--- config.mk ---
export PLATFORM = sky130hd
export DESIGN_NAME = pwss_queue
export DESIGN_NICKNAME = d
export VERILOG_FILES = /design/src/hdl/pwss_pkg.sv /design/src/hdl/pwss_queue.sv
export SDC_FILE = /design/constraint.sdc
export NUM_CORES = 1
export LEC_CHECK = 0
export BUFFER_PORTS_ARGS = -buffer_cell sky130_fd_sc_hd__buf_2
export CAP_MARGIN = 10
export CORE_AREA = 3 3 107 109
export DETAILED_ROUTE_END_ITERATION = 10
export DIE_AREA = 0 0 110 112
export PLACE_DENSITY = 0.84
export SETUP_SLACK_MARGIN = 0.02
export SLEW_MARGIN = 0
export SYNTH_ARGS = -nofsm -noshare
export SYNTH_HDL_FRONTEND = slang
export SYNTH_SLANG_ARGS = --single-unit
--- constraint.sdc ---
create_clock -name clk -period 2.8 [get_ports clk]
set_input_delay 0.7 -clock clk [delete_from_list [all_inputs] [get_ports clk]]
set_output_delay 0.7 -clock clk [all_outputs]
set_load 0.05 [all_outputs]
--- src/hdl/pwss_pkg.sv ---
// ----------------------------------------------------------------------------
// pwss_pkg
// Shared types and constants of the priority work-stealing scheduler.
// ----------------------------------------------------------------------------
`default_nettype none

package pwss_pkg;

    // field widths
    localparam int ID_W          = 16;
    localparam int SIZE_W        = 14;
    localparam int WORKER_W      = 3;
    localparam int MAX_SIZE_W    = 14;
    localparam int LIMIT_W       = 8;
    // widest level code, enough for sixteen levels
    localparam int LEVEL_FIELD_W = 4;
    localparam int CFG_INDEX_W   = 2;
    localparam int CFG_DATA_W    = 16;
    localparam int S_TDATA_W     = 40;
    localparam int M_TDATA_W     = 40;

    // register values after reset
    localparam logic [MAX_SIZE_W-1:0] RESET_MAX_SIZE    = 14'd10000;
    localparam logic [LIMIT_W-1:0]    RESET_QUEUE_LIMIT = 8'd100;

    // configuration register indexes
    typedef enum logic [CFG_INDEX_W-1:0]
    {
        REG_MAX_SIZE    = 2'd0,
        REG_QUEUE_LIMIT = 2'd1
    } reg_index_t;

    typedef enum logic
    {
        CMD_NEW_JOB = 1'b0,
        CMD_REQUEST = 1'b1
    } cmd_t;

    typedef enum logic
    {
        RES_DISPATCH = 1'b0,
        RES_REJECT   = 1'b1
    } res_kind_t;

    // classified item from the front to the back
    typedef struct packed
    {
        cmd_t                     cmd;
        logic [ID_W-1:0]          id;
        logic [SIZE_W-1:0]        size;
        logic [WORKER_W-1:0]      worker;
        logic [LEVEL_FIELD_W-1:0] level;
    } item_t;

    // one result beat
    typedef struct packed
    {
        res_kind_t           kind;
        logic [ID_W-1:0]     id;
        logic [SIZE_W-1:0]   size;
        logic [WORKER_W-1:0] target;
        logic [WORKER_W-1:0] source;
    } result_t;

endpackage

`default_nettype wire

--- src/hdl/pwss_queue.sv ---
// ----------------------------------------------------------------------------
// pwss_queue
// Short FIFO of classified items between the front and the back.
// ----------------------------------------------------------------------------
`default_nettype none

module pwss_queue #(
    parameter int DEPTH = 4
) (
    input  wire logic            clk,
    input  wire logic            rst_n,
    input  wire logic            in_valid,
    output logic                 in_ready,
    input  wire pwss_pkg::item_t in_item,
    output logic                 out_valid,
    input  wire logic            out_ready,
    output pwss_pkg::item_t      out_item
);
    import pwss_pkg::*;

    localparam int PTR_W = $clog2(DEPTH);
    localparam int CNT_W = $clog2(DEPTH + 1);

    item_t             slot_reg [DEPTH];
    logic [PTR_W-1:0]  wr_ptr_reg, rd_ptr_reg;
    logic [CNT_W-1:0]  count_reg;
    logic              push, pop;

    assign in_ready  = (count_reg != CNT_W'(DEPTH));
    assign out_valid = (count_reg != '0);
    assign out_item  = slot_reg[rd_ptr_reg];
    assign push      = in_valid && in_ready;
    assign pop       = out_valid && out_ready;

    // pointers and fill level
    always_ff @(posedge clk or negedge rst_n)
    begin
        if (!rst_n)
        begin
            wr_ptr_reg <= '0;
            rd_ptr_reg <= '0;
            count_reg  <= '0;
        end
        else
        begin
            if (push)
            begin
                wr_ptr_reg <= (wr_ptr_reg == PTR_W'(DEPTH - 1)) ? '0 : wr_ptr_reg + PTR_W'(1);
            end
            if (pop)
            begin
                rd_ptr_reg <= (rd_ptr_reg == PTR_W'(DEPTH - 1)) ? '0 : rd_ptr_reg + PTR_W'(1);
            end
            if (push && !pop)
            begin
                count_reg <= count_reg + CNT_W'(1);
            end
            else if (pop && !push)
            begin
                count_reg <= count_reg - CNT_W'(1);
            end
        end
    end

    // storage
    always_ff @(posedge clk)
    begin
        if (push)
        begin
            slot_reg[wr_ptr_reg] <= in_item;
        end
    end

endmodule

`default_nettype wire

Yosys cells after proc, flatten, opt, wreduce, memory -nomap -nowiden
Memories as Yosys holds them, arrays and structs flattened.
Cells that the tools add are included.
Widths: inputs -> output; s select.
{"block": "classes", "muxes": 6, "eq_ne": 3, "reduce_logical": 8, "addsub": 4}
{"op": "$mux 3", "count": 2}
{"op": "$add 2x1->2 const B", "count": 2}
{"op": "$eq 2x2->1 const B", "count": 2}
{"op": "$logic_and 1x1->1", "count": 4}
{"op": "$mux 2", "count": 2}
{"op": "$add 3x1->3 const B", "count": 1}
{"op": "$ne 3x3->1 const B", "count": 1}
{"op": "$reduce_bool 3->1", "count": 1}
{"op": "$sub 3x1->3 const B", "count": 1}
{"op": "$logic_not 1->1", "count": 2}
{"op": "$mux 1", "count": 2}
{"op": "$reduce_bool 2->1", "count": 1}
{"block": "totals", "input_bits": 42, "register_bits": 7, "mem_bits_rw": 152, "out_inout_bits": 40, "elab_cells": 25, "n_memories": 1}
{"name": "slot_reg", "depth": 4, "width": 38, "read_ports": 1, "rd_clocked_by_memory_dff": 0, "wr": 1, "line": "pwss_queue.sv:24", "text": "item_t slot_reg [DEPTH];"}

Depth between registers and ports, before layout
Gate-level depths: netlist of run 1.
{"block": "depth", "ltp_word": 6, "mapped_depth": 8, "ltp_nobuf": 8}

Worst setup path before layout of run 1
OpenSTA, ideal clock, no wires.
{"block": "synth_path", "path_kind": "input-to-reg", "start": "input port in_valid", "end": "memory slot_reg[3][0] (netlist name) (enable)", "n_path_buf": 0, "t_required_ps": 2401, "cell_stages": 2, "setup_ps": 399, "slack_ps": 486, "t_arrival_ps": 1915, "cell_sequence": "a21boi_2 and2_1"}
{"block": "synth_via", "elab_chain_len": 3}
{"element": "start: declaration", "line": "pwss_queue.sv:12", "text": "input wire logic in_valid,"}
{"element": "$logic_and 1x1->1", "line": "pwss_queue.sv:32", "text": "assign push = in_valid && in_ready;"}
{"element": "$mux 1", "line": "pwss_queue.sv:68", "text": "if (push)"}
{"element": "$mux 1 (not written as such)", "line": "pwss_queue.sv:70", "text": "slot_reg[wr_ptr_reg] <= in_item;"}
{"element": "end: declaration", "line": "pwss_queue.sv:24"}
Every way passes these cells.

==> impl_metrics.yaml, run 1 <==
clock_network:
  numCtsBuffers: 17
  cts_tree: "done"
  cts_root_buffer: "clkbuf_8"
  insertion_delay_ns: 0.51
  clk_pin_slew_ns: 0.06
  clock-sinks: 159
  clockBufferDepth: 2
  h-tree-depth: 4
timing:
  period_share: 0.9475
  whs_ns: 0.4012
  fin_tns_setup_ns: 0
  period_minus_slack_ns: 2.653
  setup_viol: 0
  rsz0062_at_grt: "no"
  finalHoldViolCount: 0
  max_freq_ghz: 0.3769
  slew_headroom: 0.7339
  slew_violations: 0
  clock_skew_ns: 0.008771
  worst_pin_slew_ns: 0.3991
global_routing:
  overflow: 0
  grt_usage: 0.1764
  grt_pass1_vias: 2881
  antenna_found_initial: 1
  grt_max_degree: 27
  grt_pass1_wl_mm: 15.52
synthesis:
  avgSynthCellArea_um2: 25.29
  yosys_warnings: 0
  async_flop_share: 0.04403
  synth_edf_count: 152
  seq_area_frac_synth: 0.7941
  synth-seq-cells: 159
  netlist_area_um2: 5968
  ys_types: 18
  syn_nets: 285
  synth-main-ff-cell: "edfxtp_1"
  synthCells: 236
critical_path:
  worstSetupPathType: "flip-flop to primary output"
  cp.arrival_ns: 1.95
  required_ns: 2.10
  end_kind: "primary output"
  reg2reg_depth: 8
  crit_path_start_kind: "flip-flop"
  crit_fanout: 26
power:
  cellLeakagePower_nw: 2.472
  design_power_total_mw: 8.658
  ir_worst_vdd_mv: 0.7051
  power_density_nw_per_um2: 1223
cells_and_area:
  multi_input_area_um2: 1111
  layout.core_utilization: 0.6618
  drive_gt1_frac: 0.4756
  syn_to_final_growth_pct: 18.62
  final_common_cell: "edfxtp_1"
  largest_reg_flops: 152
  nNetsFinal: 386
  diodes: 0
  fillers: 732
  seqCellArea_um2: 4742
  layout_common_cells: "edfxtp_1, buf_2, mux4_2"
route:
  ant_nets: 0
  routed_wl_mm: 9.814
  dr_total_vias: 2656
  viasPerCell: 5.431
  drt_iter0_drc: 153
  drcViolationCount: 0
  routedWlPerCell_um: 20.07
  drt_first_pass_iters: 4
placement:
  post-dp-hpwl_mm: 6.358
  numPortBuffers: 81
  gp_congestion: 0.6941
floorplanning:
  die_area_um2: 12320
  die_y_um: 112
  rows: 38
  start_util: 0.5579
  io_pins: 82
  die_w_um: 110
  core_area_um2: 10700
hold_path:
  hold_path.class: "primary input to flip-flop"
  whs_path_depth: 1
outcome:
  status: "finished clean"
run:
  maxCapViolations: 0
## cell usage after synthesis (2+ instances only)
master | instances | area share
edfxtp_1 | 152 | 0.76
mux4_2 | 38 | 0.14
dfrtp_1 | 7 | 0.029
ha_1 | 6 | 0.013
mux2_2 | 5 | 0.0094
and2_1 | 4 | 0.0042
buf_12 | 4 | 0.013
buf_2 | 4 | 0.0034
nor2_1 | 4 | 0.0025
inv_1 | 3 | 0.0019
xor2_1 | 2 | 0.0029
## metal layers
metal,share of wire,track usage
met5,0.0013,0
met4,0.011,0.06234
met3,0.051,0.05797
met2,0.52,0.2775
met1,0.42,0.2327
## what timing repair did
item                                    CTS  global route
endpoints found under the setup margin    0            12
resized for setup                         0             1
buffers inserted                          0             0
endpoints found under the hold margin     6             0
hold buffers                              1             0
## cell families after synthesis
| logic type | count (synthesis) | share of synthesized area |
|---|---|---|
| AND/OR/NAND/NOR | 11 | 0.01027 |
| flip-flops | 159 | 0.7941 |
| XOR/XNOR | 3 | 0.004403 |
| multiplexers | 43 | 0.1528 |
| buffers and inverters | 12 | 0.02055 |
| AO/OA/AOI/OAI | 1 | 0.001887 |
| adder cells (fa/ha/maj) | 7 | 0.01593 |
## critical path: stages, from the launching register on
cell and delay, ns:
dfrtp_2 0.61, buf_12 0.26, mux4_2 0.34, buf_2 0.23
## power by group
group,switching [mW],internal [mW]
Sequential,0.194,3.15
Combinational,2.26,1.09
Clock,0.800,1.16
## final timing paths
path	start	to	slack (ns)
worst min register to register	count_reg[2]	count_reg[2]	0.54
max in group asynchronous	rst_n	rd_ptr_reg[1]	2.05
worst min-delay path	in_item[12]	slot_reg[3][12]	0.40
worst max register to register	count_reg[0]	count_reg[2]	0.74
worst max-delay path	rd_ptr_reg[1]	out_item[18]	0.15
min in group asynchronous	rst_n	count_reg[2]	0.57
## area by class of cell
type | instances | share of cell area
clock inverters | 9 | 0.009897
well taps | 140 | 0.02474
repair buffers | 91 | 0.07582
clock buffers | 22 | 0.06115
inverters | 3 | 0.001591
flip-flops and latches | 159 | 0.6698
multi-input cells | 65 | 0.1569
## through the flow
stage / area, µm² / std cells / setup slack [ns]
floorplan: 5968 / 236 / 0.4860
global placement: 6563 / 457 / 0.6170
detailed placement: 6563 / 457 / 0.5576
CTS: 7076 / 489 / 0.05265
global route: 7079 / 489 / 0.03006
finish: 7079 / 489 / 0.1470
Note: power is estimated with default switching activity, not from simulation.
==> run 2: changes to the inputs <==
--- a/config.mk
+++ b/config.mk
@@ -5,7 +5,7 @@
 export SDC_FILE = /design/constraint.sdc
 export NUM_CORES = 1
 export LEC_CHECK = 0
-export BUFFER_PORTS_ARGS = -buffer_cell sky130_fd_sc_hd__buf_2
+export BUFFER_PORTS_ARGS = -buffer_cell sky130_fd_sc_hd__buf_4
 export CAP_MARGIN = 10
 export CORE_AREA = 3 3 107 109
 export DETAILED_ROUTE_END_ITERATION = 10
==> impl_metrics.yaml, run 2 (synthesis results as in run 1) <==
clock_network:
  hold_buffers: 1
  numCtsBuffers: 17
  cts-resized-gates: 0
  h-tree-depth: 4
  cts_tree: "done"
  post_cts_buffers: 0
  insertion_delay_ns: 0.52
  clockBufferDepth: 2
  clk_pin_slew_ns: 0.06
  cts_root_buffer: "clkbuf_8"
  clock-sinks: 159
timing:
  finalHoldViolCount: 0
  worst_slack_ns: 0.1173
  period_minus_slack_ns: 2.683
  clock_skew_ns: 0.009828
  worst_pin_slew_ns: 0.4451
  max_freq_ghz: 0.3728
  rsz0062_at_grt: "no"
  fin_tns_setup_ns: 0
  period_share: 0.9581
  setup_viol: 0
  slew_violations: 0
  slew_headroom: 0.7033
outcome:
  status: "finished clean"
floorplanning:
  io_pins: 82
  die_y_um: 112
  die_area_um2: 12320
  start_util: 0.5579
  rows: 38
  core_area_um2: 10700
  die_w_um: 110
power:
  pwr-share-comb: 0.393
  clock_power_share: 0.243
  net-switching-power_mw: 3.286
  switching_share: 0.3578
  cellLeakagePower_nw: 2.574
  p_int_mw: 5.897
  ir_worst_vdd_mv: 0.8514
  power_density_nw_per_um2: 1250
  sequentialPowerShare: 0.364
critical_path:
  crit_fanout: 16
  cp_cell_sequence: "buf_4, mux4_2, buf_4"
  required_ns: 2.10
  crit_path_start_kind: "flip-flop"
  path_depth: 3
  cp_num_buf_inv: 2
  crit_top_cell: "buf_4"
  cp.arrival_ns: 1.98
  cp_top_family: "multiplexers"
  end_kind: "primary output"
  cp_slowest_cell: "mux4_2"
  crit_path_max_incr_delay_ns: 0.58
  worstSetupPathType: "flip-flop to primary output"
  reg2reg_depth: 8
route:
  drt_first_pass_iters: 4
  routed_wl_mm: 9.970
  drt_iter0_drc: 125
  drcViolationCount: 0
  routedWlPerCell_um: 20.43
  ant_nets: 0
  dr_total_vias: 2657
  viasPerCell: 5.445
cells_and_area:
  final_common_cell: "edfxtp_1"
  syn_to_final_growth_pct: 23.08
  largest_reg_flops: 152
  nNetsFinal: 386
  fillers: 673
  drive_gt1_frac: 0.4741
  fin_cells: 488
  diodes: 0
  layout_common_cells: "edfxtp_1, buf_4, mux4_2"
placement:
  numPortBuffers: 81
  dpl.cell_count: 457
  post-dp-hpwl_mm: 6.104
  place_ws_ns: 0.5156
  gp_congestion: 0.7052
hold_path:
  hold_path.class: "primary input to flip-flop"
  whs_path_depth: 1
global_routing:
  grt_max_degree: 27
  antenna_found_initial: 0
  grt_pass1_vias: 2901
  grt_pass1_wl_mm: 15.49
  grt_usage: 0.1767
  overflow: 0
run:
  maxCapViolations: 0
-- run 2: changes by cell type in the layout (fill, tap and decap cells not counted) --
cell and delta:
clkbuf_1 -2, clkinv_1 +2, clkinv_2 -3, bufinv_16 +3, buf_6 -1, buf_4 +82, buf_2 -81, clkinvlp_4 -1
-- run 2: stage by stage --
step	instance area (µm²)	hold slack [ns]	utilization	total power [mW]
2_1_floorplan	5968	0.4044	-	6.090
3_3_place_gp	6765	0.5190	0.6324	6.978
3_5_place_dp	6765	0.5274	0.6324	7.058
4_1_cts	7346	0.3583	0.6867	9.301
5_1_grt	7346	0.3599	0.6867	9.577
6_report	7346	0.3818	0.6867	9.183
-- run 2: area by class of cell --
type / count / area (µm²) / share of cell area
Clock inverter: 10 / 145.1 / 0.01976
Inverter: 3 / 11.26 / 0.001533
Tap cell: 140 / 175.2 / 0.02385
Multi-Input combinational cell: 65 / 1111 / 0.1513
Sequential cell: 159 / 4742 / 0.6455
Clock buffer: 20 / 425.4 / 0.05791
Timing Repair Buffer: 91 / 735.7 / 0.1002
-- run 2: power groups by stage --
stage	registers (mW)	clock network (mW)	logic, mW
finish	3.35	2.23	3.61
global placement	3.35	0	3.63
CTS	3.35	2.27	3.68
global route	3.39	2.37	3.82
detailed placement	3.39	0	3.67
floorplan	3.31	0	2.78
-- run 2: final timing paths --
| kind | start | endpoint | slack (ns) |
|---|---|---|---|
| setup / recovery | rd_ptr_reg[0] | out_item[18] | 0.12 |
| hold / removal | in_item[19] | slot_reg[3][19] | 0.38 |
| setup reg to reg | count_reg[1] | count_reg[2] | 0.67 |
| hold reg to reg | count_reg[0] | count_reg[0] | 0.57 |
| max in group asynchronous | rst_n | rd_ptr_reg[1] | 2.13 |
| min in group asynchronous | rst_n | count_reg[0] | 0.53 |
-- run 2: per-layer routing --
layer / GRT usage / vias up / share of wire
met3: 0.05043 / 18 / 0.051
met5: 0 / - / 0
met4: 0.08146 / 0 / 0.023
li1: - / 1192 / -
met1: 0.2255 / 1374 / 0.40
met2: 0.2816 / 73 / 0.52
