### config.mk
export PLATFORM = sky130hd
export DESIGN_NAME = pwss_front
export DESIGN_NICKNAME = d
export VERILOG_FILES = /design/src/hdl/pwss_pkg.sv /design/src/hdl/pwss_front.sv
export SDC_FILE = /design/constraint.sdc
export NUM_CORES = 1
export LEC_CHECK = 0
export BUFFER_PORTS_ARGS = -buffer_cell sky130_fd_sc_hd__buf_2
export CELL_PAD_IN_SITES_DETAIL_PLACEMENT = 1
export CELL_PAD_IN_SITES_GLOBAL_PLACEMENT = 1
export CORE_MARGIN = 1.5
export CORE_UTILIZATION = 39
export DETAILED_ROUTE_END_ITERATION = 10
export HOLD_SLACK_MARGIN = 0.03
export PLACE_DENSITY_LB_ADDON = 0.05
export SLEW_MARGIN = 20
export SYNTH_ARGS = -nofsm -noshare
export SYNTH_HDL_FRONTEND = slang
export SYNTH_SLANG_ARGS = --single-unit
### constraint.sdc
create_clock -name clk -period 2.7 [get_ports clk]
set_clock_uncertainty 0.15 [all_clocks]
set_input_delay 0.27 -clock clk [delete_from_list [all_inputs] [get_ports clk]]
set_output_delay 0.27 -clock clk [all_outputs]
set_load 0.005 [all_outputs]
### src/hdl/pwss_pkg.sv
// ----------------------------------------------------------------------------
// pwss_pkg
// Shared types and constants of the priority work-stealing scheduler.
// ----------------------------------------------------------------------------
`default_nettype none

package pwss_pkg;

    // field widths
    localparam int ID_W          = 16;
    localparam int SIZE_W        = 14;
    localparam int WORKER_W      = 3;
    localparam int MAX_SIZE_W    = 14;
    localparam int LIMIT_W       = 8;
    // widest level code, enough for sixteen levels
    localparam int LEVEL_FIELD_W = 4;
    localparam int CFG_INDEX_W   = 2;
    localparam int CFG_DATA_W    = 16;
    localparam int S_TDATA_W     = 40;
    localparam int M_TDATA_W     = 40;

    // register values after reset
    localparam logic [MAX_SIZE_W-1:0] RESET_MAX_SIZE    = 14'd10000;
    localparam logic [LIMIT_W-1:0]    RESET_QUEUE_LIMIT = 8'd100;

    // configuration register indexes
    typedef enum logic [CFG_INDEX_W-1:0]
    {
        REG_MAX_SIZE    = 2'd0,
        REG_QUEUE_LIMIT = 2'd1
    } reg_index_t;

    typedef enum logic
    {
        CMD_NEW_JOB = 1'b0,
        CMD_REQUEST = 1'b1
    } cmd_t;

    typedef enum logic
    {
        RES_DISPATCH = 1'b0,
        RES_REJECT   = 1'b1
    } res_kind_t;

    // classified item from the front to the back
    typedef struct packed
    {
        cmd_t                     cmd;
        logic [ID_W-1:0]          id;
        logic [SIZE_W-1:0]        size;
        logic [WORKER_W-1:0]      worker;
        logic [LEVEL_FIELD_W-1:0] level;
    } item_t;

    // one result beat
    typedef struct packed
    {
        res_kind_t           kind;
        logic [ID_W-1:0]     id;
        logic [SIZE_W-1:0]   size;
        logic [WORKER_W-1:0] target;
        logic [WORKER_W-1:0] source;
    } result_t;

endpackage

`default_nettype wire

### src/hdl/pwss_front.sv
// ----------------------------------------------------------------------------
// pwss_front
// Accepts input beats and picks the priority level of a new job with a
// bit-serial restoring divider.
// ----------------------------------------------------------------------------
`default_nettype none

module pwss_front #(
    parameter int NUM_LEVELS = 8
) (
    input  wire logic                           clk,
    input  wire logic                           rst_n,
    input  wire logic                           in_valid,
    output logic                                in_ready,
    input  wire pwss_pkg::cmd_t                 in_cmd,
    input  wire logic [pwss_pkg::ID_W-1:0]      in_id,
    input  wire logic [pwss_pkg::SIZE_W-1:0]    in_size,
    input  wire logic [pwss_pkg::WORKER_W-1:0]  in_worker,
    input  wire logic [pwss_pkg::MAX_SIZE_W-1:0] max_size,
    output logic                                out_valid,
    input  wire logic                           out_ready,
    output pwss_pkg::item_t                     out_item
);
    import pwss_pkg::*;

    localparam int LVL_W  = $clog2(NUM_LEVELS);
    localparam int NUM_W  = SIZE_W + LVL_W;
    localparam int STEP_W = $clog2(NUM_W);
    localparam int REM_W  = MAX_SIZE_W + 1;

    typedef enum logic [2:0]
    {
        F_IDLE = 3'b001,
        F_DIV  = 3'b010,
        F_PUSH = 3'b100
    } fstate_t;

    fstate_t            state_reg, state_next;
    item_t              item_reg, item_next;
    logic [NUM_W-1:0]   qr_reg, qr_next;
    logic [REM_W-1:0]   rem_reg, rem_next;
    logic [STEP_W-1:0]  step_reg, step_next;

    logic [REM_W-1:0]   divisor;
    logic [REM_W:0]     trial;
    logic               fits;
    logic [REM_W:0]     rem_step;
    logic [NUM_W-1:0]   qr_step;
    logic [LVL_W-1:0]   band_level;
    logic               oversize;

    // one quotient bit per cycle
    assign divisor    = {1'b0, max_size} + REM_W'(1);
    assign trial      = {rem_reg, qr_reg[NUM_W-1]};
    assign fits       = trial >= {1'b0, divisor};
    assign rem_step   = fits ? (trial - {1'b0, divisor}) : trial;
    assign qr_step    = {qr_reg[NUM_W-2:0], fits};
    assign band_level = LVL_W'(NUM_LEVELS - 1) - qr_step[LVL_W-1:0];
    assign oversize   = in_size > max_size;

    assign in_ready  = (state_reg == F_IDLE);
    assign out_valid = (state_reg == F_PUSH);
    assign out_item  = item_reg;

    // sequencer
    always_comb
    begin
        state_next = state_reg;
        item_next  = item_reg;
        qr_next    = qr_reg;
        rem_next   = rem_reg;
        step_next  = step_reg;
        unique case (state_reg)
            F_IDLE:
            begin
                if (in_valid)
                begin
                    item_next.cmd    = in_cmd;
                    item_next.id     = in_id;
                    item_next.size   = in_size;
                    item_next.worker = in_worker;
                    item_next.level  = '0;
                    qr_next          = NUM_W'(int'(in_size) * NUM_LEVELS);
                    rem_next         = '0;
                    step_next        = '0;
                    if (in_cmd == CMD_NEW_JOB && !oversize)
                    begin
                        state_next = F_DIV;
                    end
                    else
                    begin
                        // oversized jobs go to the lowest level
                        state_next = F_PUSH;
                    end
                end
            end
            F_DIV:
            begin
                qr_next   = qr_step;
                rem_next  = rem_step[REM_W-1:0];
                step_next = step_reg + STEP_W'(1);
                if (step_reg == STEP_W'(NUM_W - 1))
                begin
                    item_next.level = LEVEL_FIELD_W'(band_level);
                    state_next      = F_PUSH;
                end
            end
            F_PUSH:
            begin
                if (out_ready)
                begin
                    state_next = F_IDLE;
                end
            end
            default:
            begin
                state_next = F_IDLE;
            end
        endcase
    end

    always_ff @(posedge clk or negedge rst_n)
    begin
        if (!rst_n)
        begin
            state_reg <= F_IDLE;
        end
        else
        begin
            state_reg <= state_next;
        end
    end

    // datapath registers
    always_ff @(posedge clk)
    begin
        item_reg <= item_next;
        qr_reg   <= qr_next;
        rem_reg  <= rem_next;
        step_reg <= step_next;
    end

endmodule

`default_nettype wire

# After elaboration in Yosys (flattened, before gate mapping)

Index checks and enable logic that the tools add are counted.

Reduce and logical (&&, ||, !) cells: 7
Add/subtract/negate cells: 4
Multiplexer cells: 15
Magnitude comparators: 2
Bitwise gates (word level): 1
Equality and inequality tests: 7

Operator list:

| kind                                                                    | count |
|---|---|
| 17-bit case mux with 2 select lines                                     | 1 |
| 15-bit 2-to-1 mux                                                       | 2 |
| 15-bit case mux with 2 select lines                                     | 1 |
| 17-bit 2-to-1 mux                                                       | 1 |
| 16-bit by 15-bit greater-or-equal comparator with 1-bit output          | 1 |
| 14-bit by 1-bit adder with 15-bit output, second input constant         | 1 |
| 15-bit subtractor                                                       | 1 |
| 14-bit greater-than comparator                                          | 1 |
| 3-bit 2-to-1 mux                                                        | 4 |
| 5-bit case mux with 2 select lines                                      | 1 |
| 3-bit case mux with 3 select lines                                      | 1 |
| 4-bit 2-to-1 mux                                                        | 2 |
| 4-bit case mux with 2 select lines                                      | 1 |
| 3-bit AND reduction                                                     | 2 |
| 5-bit by 1-bit adder with 5-bit output, second input constant           | 1 |
| 5-bit equality test, second input constant                              | 1 |
| 5-bit 2-to-1 mux                                                        | 1 |
| 2-bit inequality test, second input constant                            | 2 |
| 2-bit AND reduction                                                     | 2 |
| 3-bit by 1-bit equality test with 1-bit output, second input constant   | 1 |
| 3-bit by 2-bit equality test with 1-bit output, second input constant   | 1 |
| 3-bit equality test, second input constant                              | 1 |
| 3-bit subtractor, first input constant                                  | 1 |
| 2-bit by 1-bit inequality test with 1-bit output, second input constant | 1 |
| other kinds (4)                                                         | 4 |

Word-level logic and storage cells: 45
Input port bits: 52
Flip-flop bits (word level): 78
Output and inout port bits: 40

# Depth between registers and ports, before layout

Gate-level depths: netlist of run 1.

Word-level depth: 6
Mapped depth: 14
Depth with buffers taken out: 13

# Worst setup path before layout of run 1

Ideal clock, no wire load.

Path type: input to register
Start: in max_size[3] (netlist name)
End: reg rem_reg[5], data pin
Data arrival time: 2.770 ns
Data required time: 2.294 ns
Setup time: 0.256 ns
Path slack: -0.476 ns
Stages on the path: 14
Path buffers: 2
Path through: and3_1 > and2_1 > nand2_1 > nor3_1 > nand3_1 > xnor2_1 > ha_1 > nand3_1 > a2111oi_2 > a2111oi_2 > and3_1 > buf_6 > buf_8 > a22o_4

Word-level cells in the longest chain between the ends: 4
Elaborated cells on any way between the ends: 5
Those cells by class: add/sub (2); order compare (1); mux (2)

RTL lines:

| item                                                                                                | line                               | text |
|---|---|---|
| from (decl)                                                                                         | pwss_front.sv:19                   | `input wire logic [pwss_pkg::MAX_SIZE_W-1:0] max_size,` |
| 14-bit by 1-bit adder with 15-bit output (*)                                                        | pwss_front.sv:53                   | `assign divisor = {1'b0, max_size} + REM_W'(1);` |
| 15-bit subtractor or 16-bit by 15-bit greater-or-equal comparator with 1-bit output (tied branches) | pwss_front.sv:56, pwss_front.sv:55 |  |
| 15-bit 2-to-1 mux (*)                                                                               | pwss_front.sv:56                   | `assign rem_step = fits ? (trial - {1'b0, divisor}) : trial;` |
| 15-bit case mux with 2 select lines (*)                                                             | pwss_front.sv:73                   | `unique case (state_reg)` |
| to (signal assigned)                                                                                | pwss_front.sv:139                  | `rem_reg <= rem_next;` |
| to (decl)                                                                                           | pwss_front.sv:41                   | `logic [REM_W-1:0] rem_reg, rem_next;` |

Every way passes the cells marked *; elsewhere a longest branch is shown, timed or not.
A chain may end at the register's enable or synchronous reset.

# Worst setup path in the final report of run 1

Start: in max_size[2] (netlist name)
End: reg rem_reg[7], data pin

The elaborated chain is that of the path after synthesis.

==> impl_metrics.csv, run 1 <==
group,metric,value,unit
synthesis,synth_top_area_share,0.533,
synthesis,synthArstFlopShare,0.0390,
timing,final.setup.worst_slack,-175,ps
synthesis,synth_edf_count,74,
worst_hold_path,min_path_type,"in2async",
finish,nets,646,
floorplan,die-width,106,um
finish,syn2layout_area_growth,45.3,%
placed_design,dp.cells,645,
global_routing,track_usage,0.229,
detailed_routing,drt_pre_antenna_iters,4,
global_routing,grtUsageMet3,0.0417,
synthesis,syn_area_per_cell,11.5,um2
detailed_routing,viasPerCell,5.06,
synthesis,yosys.area.top_type,"edfxtp_1",
synthesis,muxShareOfSynthArea,0,
global_routing,grt_overflow,0,
global_routing,first_global_vias,3730,
synthesis,yosysMostFrequentCell,"edfxtp_1",
synthesis,synthesis.area,4170,um2
clocking,cts_buffer_depth,2,
job,maxCapViolCount,0,
detailed_routing,wl_per_cell,18.2,um
finish,antenna_cells,0,
synthesis,synth-seq-area-share,0.551,
status,status,"finished, violations left",
power_and_ir_drop,cellPowerDensity,730,nW/um2
detailed_routing,ant_nets,0,
timing,fin_crit_sh,1.06,
finish,largest_register_ffs,37,
detailed_routing,drt_wl_total,12.7,mm
synthesis,synthCells,361,
detailed_routing,drc_errors,0,
synthesis,synth.area.top_cells,"edfxtp_1 (53%), ha_1 (9.6%), nand2_1 (5.3%)",
power_and_ir_drop,total_leakage_power,2.69,nW
setup_path,required,2680,ps
power_and_ir_drop,total_power,0.00442,W
detailed_routing,drt_iter0_markers,149,
synthesis,synth_top_family_by_area,"simple AND/OR/NAND/NOR gates",
global_routing,gr-usage-met1,0.278,
finish,final_cells,702,
finish,drive_gt1_frac,0.366,
timing,setup_viol,16,
global_routing,grt_pass1_wl,19.5,mm
floorplan,die_area,11300,um2
floorplan,start_util,0.402,
synthesis,yosysUniqueCellTypes,48,
clocking,clock-sinks,77,
floorplan,core_area,10400,um2
setup_path,critical_path_class,"in2reg",
global_routing,antenna_found_initial,0,
setup_path,end_kind,"flip-flop",
finish,fin_area,6060,um2
synthesis,synth-compound-area-share,0.118,
clocking,cts_buffers,9,
timing,period_needed,2870,ps
clocking,cts_tree,"yes",
synthesis,synthFlopType,"edfxtp_1",
detailed_routing,vias,3554,
placed_design,place_congestion,0.826,
global_routing,grt_start_max_net_pins,34,
timing,finalHoldViolCount,0,
timing,rsz0062_at_grt,"true",
global_routing,grt_use_met2,0.403,
synthesis,syn_nets,446,
timing,fmax,348,MHz
setup_path,start_kind,"primary input",
synthesis,synth-simple-area-share,0.138,
power_and_ir_drop,vdd_drop_max,0.353,mV
clocking,root_buffer,"clkbuf_8",
floorplan,rows,37,
clocking,cts_max_level,3,
placed_design,dp_hpwl,8.56,mm
placed_design,dp_slack,-815,ps
floorplan,ioPinCount,92,
synthesis,synth_xor_area_frac,0.0546,
placed_design,port_buffers,90,
timing,final_max_slew_viol_count,0,
global_routing,grt.busiest_layer,"met2",
placed_design,postPlaceCellArea,5300,um2
synthesis,synth_adder_area_share,0.101,
timing,setup_tns,-2310,ps
synthesis,ys_warn_count,0,
floorplan,die_y,106,um
clocking,clkTransAtPathRegs,90,ps
setup_path,crit_arrival,2860,ps
status,violations,"negative setup slack",
synthesis,yosys-top-cells-count,"edfxtp_1 (74), nand2_1 (59), ha_1 (32)",
setup_path,crit_path_max_fanout,8,
synthesis,ys_ff_latch,77,
clocking,clkLatencyLatePin,370,ps
worst paths after layout:
kind	endpoint	from	cells after the start	slack, ps
max	rem_reg[7]	max_size[2]	13	-170
min	state_reg[1]	rst_n	2	90
max reg2reg	rem_reg[7]	qr_reg[16]	10	-110
min reg2reg	qr_reg[8]	qr_reg[7]	2	360
max in group asynchronous	state_reg[0]	rst_n	2	2120
min in group clk	state_reg[2]	in_valid	3	160
kinds of logic after synthesis:
logic type	Yosys count
buf+inv	33
fa+ha+maj	33
flops	77
xor+xnor	26
simple gates	124
other cells	1
compound gates	67
per-stage QoR:
stage | hold WS, ps | util
final | 87.9 | 0.584
after global routing | 91.2 | 0.584
after CTS | 72.0 | 0.570
after detailed placement | -82.8 | 0.511
after global placement | -82.7 | 0.511
after floorplan | -176 | -
critical path: stages:
cell,delay (ps)
buf_6,80
and3_4,170
and2_4,150
nand4_1,140
buf_6,180
xnor2_2,120
ha_1,320
a21oi_2,190
nand4_1,240
a2111oi_4,470
a21oi_4,130
buf_12,160
a32o_1,240
per-layer routing:
metal  routed length (um)  vias up
met3                  412       21
met2                 6660       72
met4                  272        0
met5                    0        -
met1                 5400     1744
li1                     -     1717
report_power, final:
part	internal [W]	switching, W	leakage, nW
combinational	0.000754	0.000892	1.86
clock	0.000426	0.000469	0.0939
sequential	0.00173	0.000154	0.741
cell usage in the layout (no fill, tap or decap), types with 9 or more instances in the layout:
| master | Yosys | layout |
|---|---|---|
| ha_1 | 32 | 31 |
| nand2_1 | 59 | 58 |
| buf_2 | 1 | 87 |
| nor2_1 | 19 | 18 |
| nand3_1 | 12 | 10 |
| o21ai_0 | 10 | 9 |
| nand4_1 | 9 | 9 |
| buf_4 | 2 | 65 |
| a22o_1 | 10 | 10 |
| inv_1 | 24 | 24 |
| clkbuf_8 | 0 | 9 |
| dlygate4sd3_1 | 0 | 36 |
| a21oi_1 | 15 | 11 |
| xnor2_1 | 19 | 17 |
| a21o_1 | 10 | 10 |
| edfxtp_1 | 74 | 74 |
repair_timing:
item / 4_1_cts / 5_1_grt
hold endpoints to repair: 38 / 0
pin swaps: 9 / 12
endpoints found under the setup margin: 17 / 17
resized for setup: 11 / 16
hold buffers: 36 / 0
cloned: 0 / 1
buffers inserted: 2 / 3
area by class of cell:
class                   count  area [um2]
inverters                  24        90.1
well taps                 136         170
clock inverters             6        63.8
multi-input cells         251        1870
repair buffers            198        1440
clock buffers              10         128
fillers                  1165        4310
flip-flops and latches     77        2300
No activity file was read; power rests on OpenSTA's default activity.
==> run 2: changes to the inputs <==
Settings changed: BUFFER_PORTS_ARGS -buffer_cell sky130_fd_sc_hd__buf_2 to default, CORE_UTILIZATION 39 to 45, DONT_BUFFER_PORTS from default to 1, SETUP_SLACK_MARGIN from default to 0.4.
==> impl_metrics.csv, run 2 (synthesized netlist as in run 1, its figures left out) <==
group,metric,value,unit
global_routing,grt_overflow,0,
setup_path,crit_arrival,2860,ps
floorplan,start_util,0.471,
placed_design,place_congestion,0.871,
timing,final.setup.worst_slack,-82.4,ps
detailed_routing,drt_iter0_markers,133,
timing,holdWs,67.1,ps
clocking,root_buffer,"clkbuf_8",
detailed_routing,drc_errors,0,
placed_design,port_buffers,0,
worst_hold_path,min_from,"in_valid",
finish,final_cell_mix,"edfxtp_1 (74), nand2_1 (58), buf_4 (54)",
finish,multi_input_area,1900,um2
finish,finish.utilization,0.622,
placed_design,postPlaceCellArea,4680,um2
global_routing,first_global_vias,3516,
clocking,cts_buffer_depth,2,
detailed_routing,vias,3238,
timing,setup_tns,-586,ps
floorplan,core_area,8850,um2
setup_path,required,2780,ps
timing,fmax,359,MHz
status,violations,"negative setup slack",
worst_hold_path,hold_path_depth,2,
detailed_routing,drt_wl_total,11.6,mm
finish,n_fill_cell,910,
setup_path,crit_path_max_fanout,8,
floorplan,ioPinCount,92,
status,status,"finished, violations left",
clocking,cts_max_level,3,
worst_hold_path,min_path_type,"in2reg",
setup_path,end_kind,"flip-flop",
timing,period_needed,2780,ps
timing,setup_viol,15,
clocking,clkLatencyLatePin,360,ps
power_and_ir_drop,cellPowerDensity,776,nW/um2
finish,syn2layout_area_growth,32.0,%
detailed_routing,viasPerCell,5.63,
setup_path,start_kind,"primary input",
finish,layout_commonest_cell,"edfxtp_1",
finish,drive_gt1_frac,0.229,
power_and_ir_drop,total_leakage_power,2.26,nW
detailed_routing,wl_per_cell,20.1,um
global_routing,grt_pass1_wl,18.7,mm
timing,fin_crit_sh,1.03,
power_and_ir_drop,vdd_drop_max,0.313,mV
finish,antenna_cells,0,
finish,nets,547,
global_routing,track_usage,0.252,
global_routing,antenna_found_initial,0,
timing,worst_pin_slew,674,ps
global_routing,grt_start_max_net_pins,26,
power_and_ir_drop,total_power,0.00427,W
floorplan,die_area,9850,um2
clocking,cts_buffers,9,
placed_design,dp_hpwl,7.64,mm
setup_path,rr_startpoint,"qr_reg[16]",
floorplan,rows,34,
clocking,clkTransAtPathRegs,80,ps
setup_path,rr_worst_depth,10,
timing,relSlewSlack,0.545,
timing,final_max_slew_viol_count,0,
worst_hold_path,worstHoldEndpoint,"state_reg[2]",
clocking,clock-sinks,77,
floorplan,die_y,99.3,um
timing,finalHoldViolCount,0,
finish,fin_area,5500,um2
setup_path,critical_path_class,"in2reg",
timing,rsz0062_at_grt,"true",
job,maxCapViolCount,0,
finish,largest_register_ffs,37,
finish,register_area,2300,um2
clocking,cts_tree,"yes",
detailed_routing,drt_pre_antenna_iters,4,
setup_path,r2r-end,"rem_reg[7]",
setup_path,reg2reg_setup_slack,-50,ps
floorplan,die-width,99.3,um
detailed_routing,ant_nets,0,
[run 2: changes by cell type in the layout (fill, tap and decap cells not counted), sizes merged]
cell	previous run	this run
a21oi	17	18
buf	161	61
clkbuf	11	9
clkinv	4	2
dlygate4sd3	36	37
inv	24	27
[run 2: critical path: stages]
cell	delay (ps)
and3_4	170
and2_4	140
nand4_1	150
buf_6	190
xnor2_4	130
ha_4	290
nand4_1	200
a2111oi_4	470
a2111oi_4	130
buf_4	180
a21oi_4	310
a32o_1	230
[run 2: through the flow]
stage	setup slack, ps	std cells
floorplan	-357	361
global placement	-572	512
detailed placement	-694	512
CTS	-45.8	573
global route	-213	575
finish	-82.4	575
[run 2: timing repair]
item                                   4_1_cts  5_1_grt
cloned                                       2        0
setup buffers                                6        2
hold buffers                                37        0
pin swaps                                   13       12
endpoints found under the hold margin       53        0
gates resized for setup                     25        2
setup endpoints to repair                   17       17
[run 2: per-layer routing]
layer / GRT usage / part of all wire / up-vias
met1: 0.307 / 0.41 / 1589
li1: - / - / 1521
met2: 0.442 / 0.51 / 113
met3: 0.0590 / 0.064 / 15
met5: 0 / 0 / -
met4: 0.0802 / 0.013 / 0
[run 2: area by class of cell]
class,instances,area share
timing repair buffer,98,0.160
multi-input combinational,252,0.344
tap,108,0.0246
clock buffer,9,0.0225
clock inverter,7,0.0146
inverter,24,0.0164
sequential,77,0.418
[run 2: how the worst max path moves through the flow]
stage / cells after the start / end / slack [ps] / from
floorplan: 14 / rem_reg[5] / -360 / max_size[3]
global placement: 12 / rem_reg[7] / -570 / max_size[3]
detailed placement: 12 / rem_reg[13] / -690 / max_size[3]
CTS: 12 / rem_reg[13] / -50 / max_size[3]
global route: 13 / rem_reg[13] / -210 / max_size[3]
finish: 12 / rem_reg[13] / -80 / max_size[3]
[run 2: power by group]
| part | switching (W) | total [W] | leakage (nW) | internal [W] |
|---|---|---|---|---|
| sequential | 0.000184 | 0.00191 | 0.741 | 0.00173 |
| combinational | 0.000816 | 0.00145 | 1.42 | 0.000630 |
| clock | 0.000473 | 0.000912 | 0.102 | 0.000440 |
| total | 0.00147 | 0.00427 | 2.26 | 0.00280 |
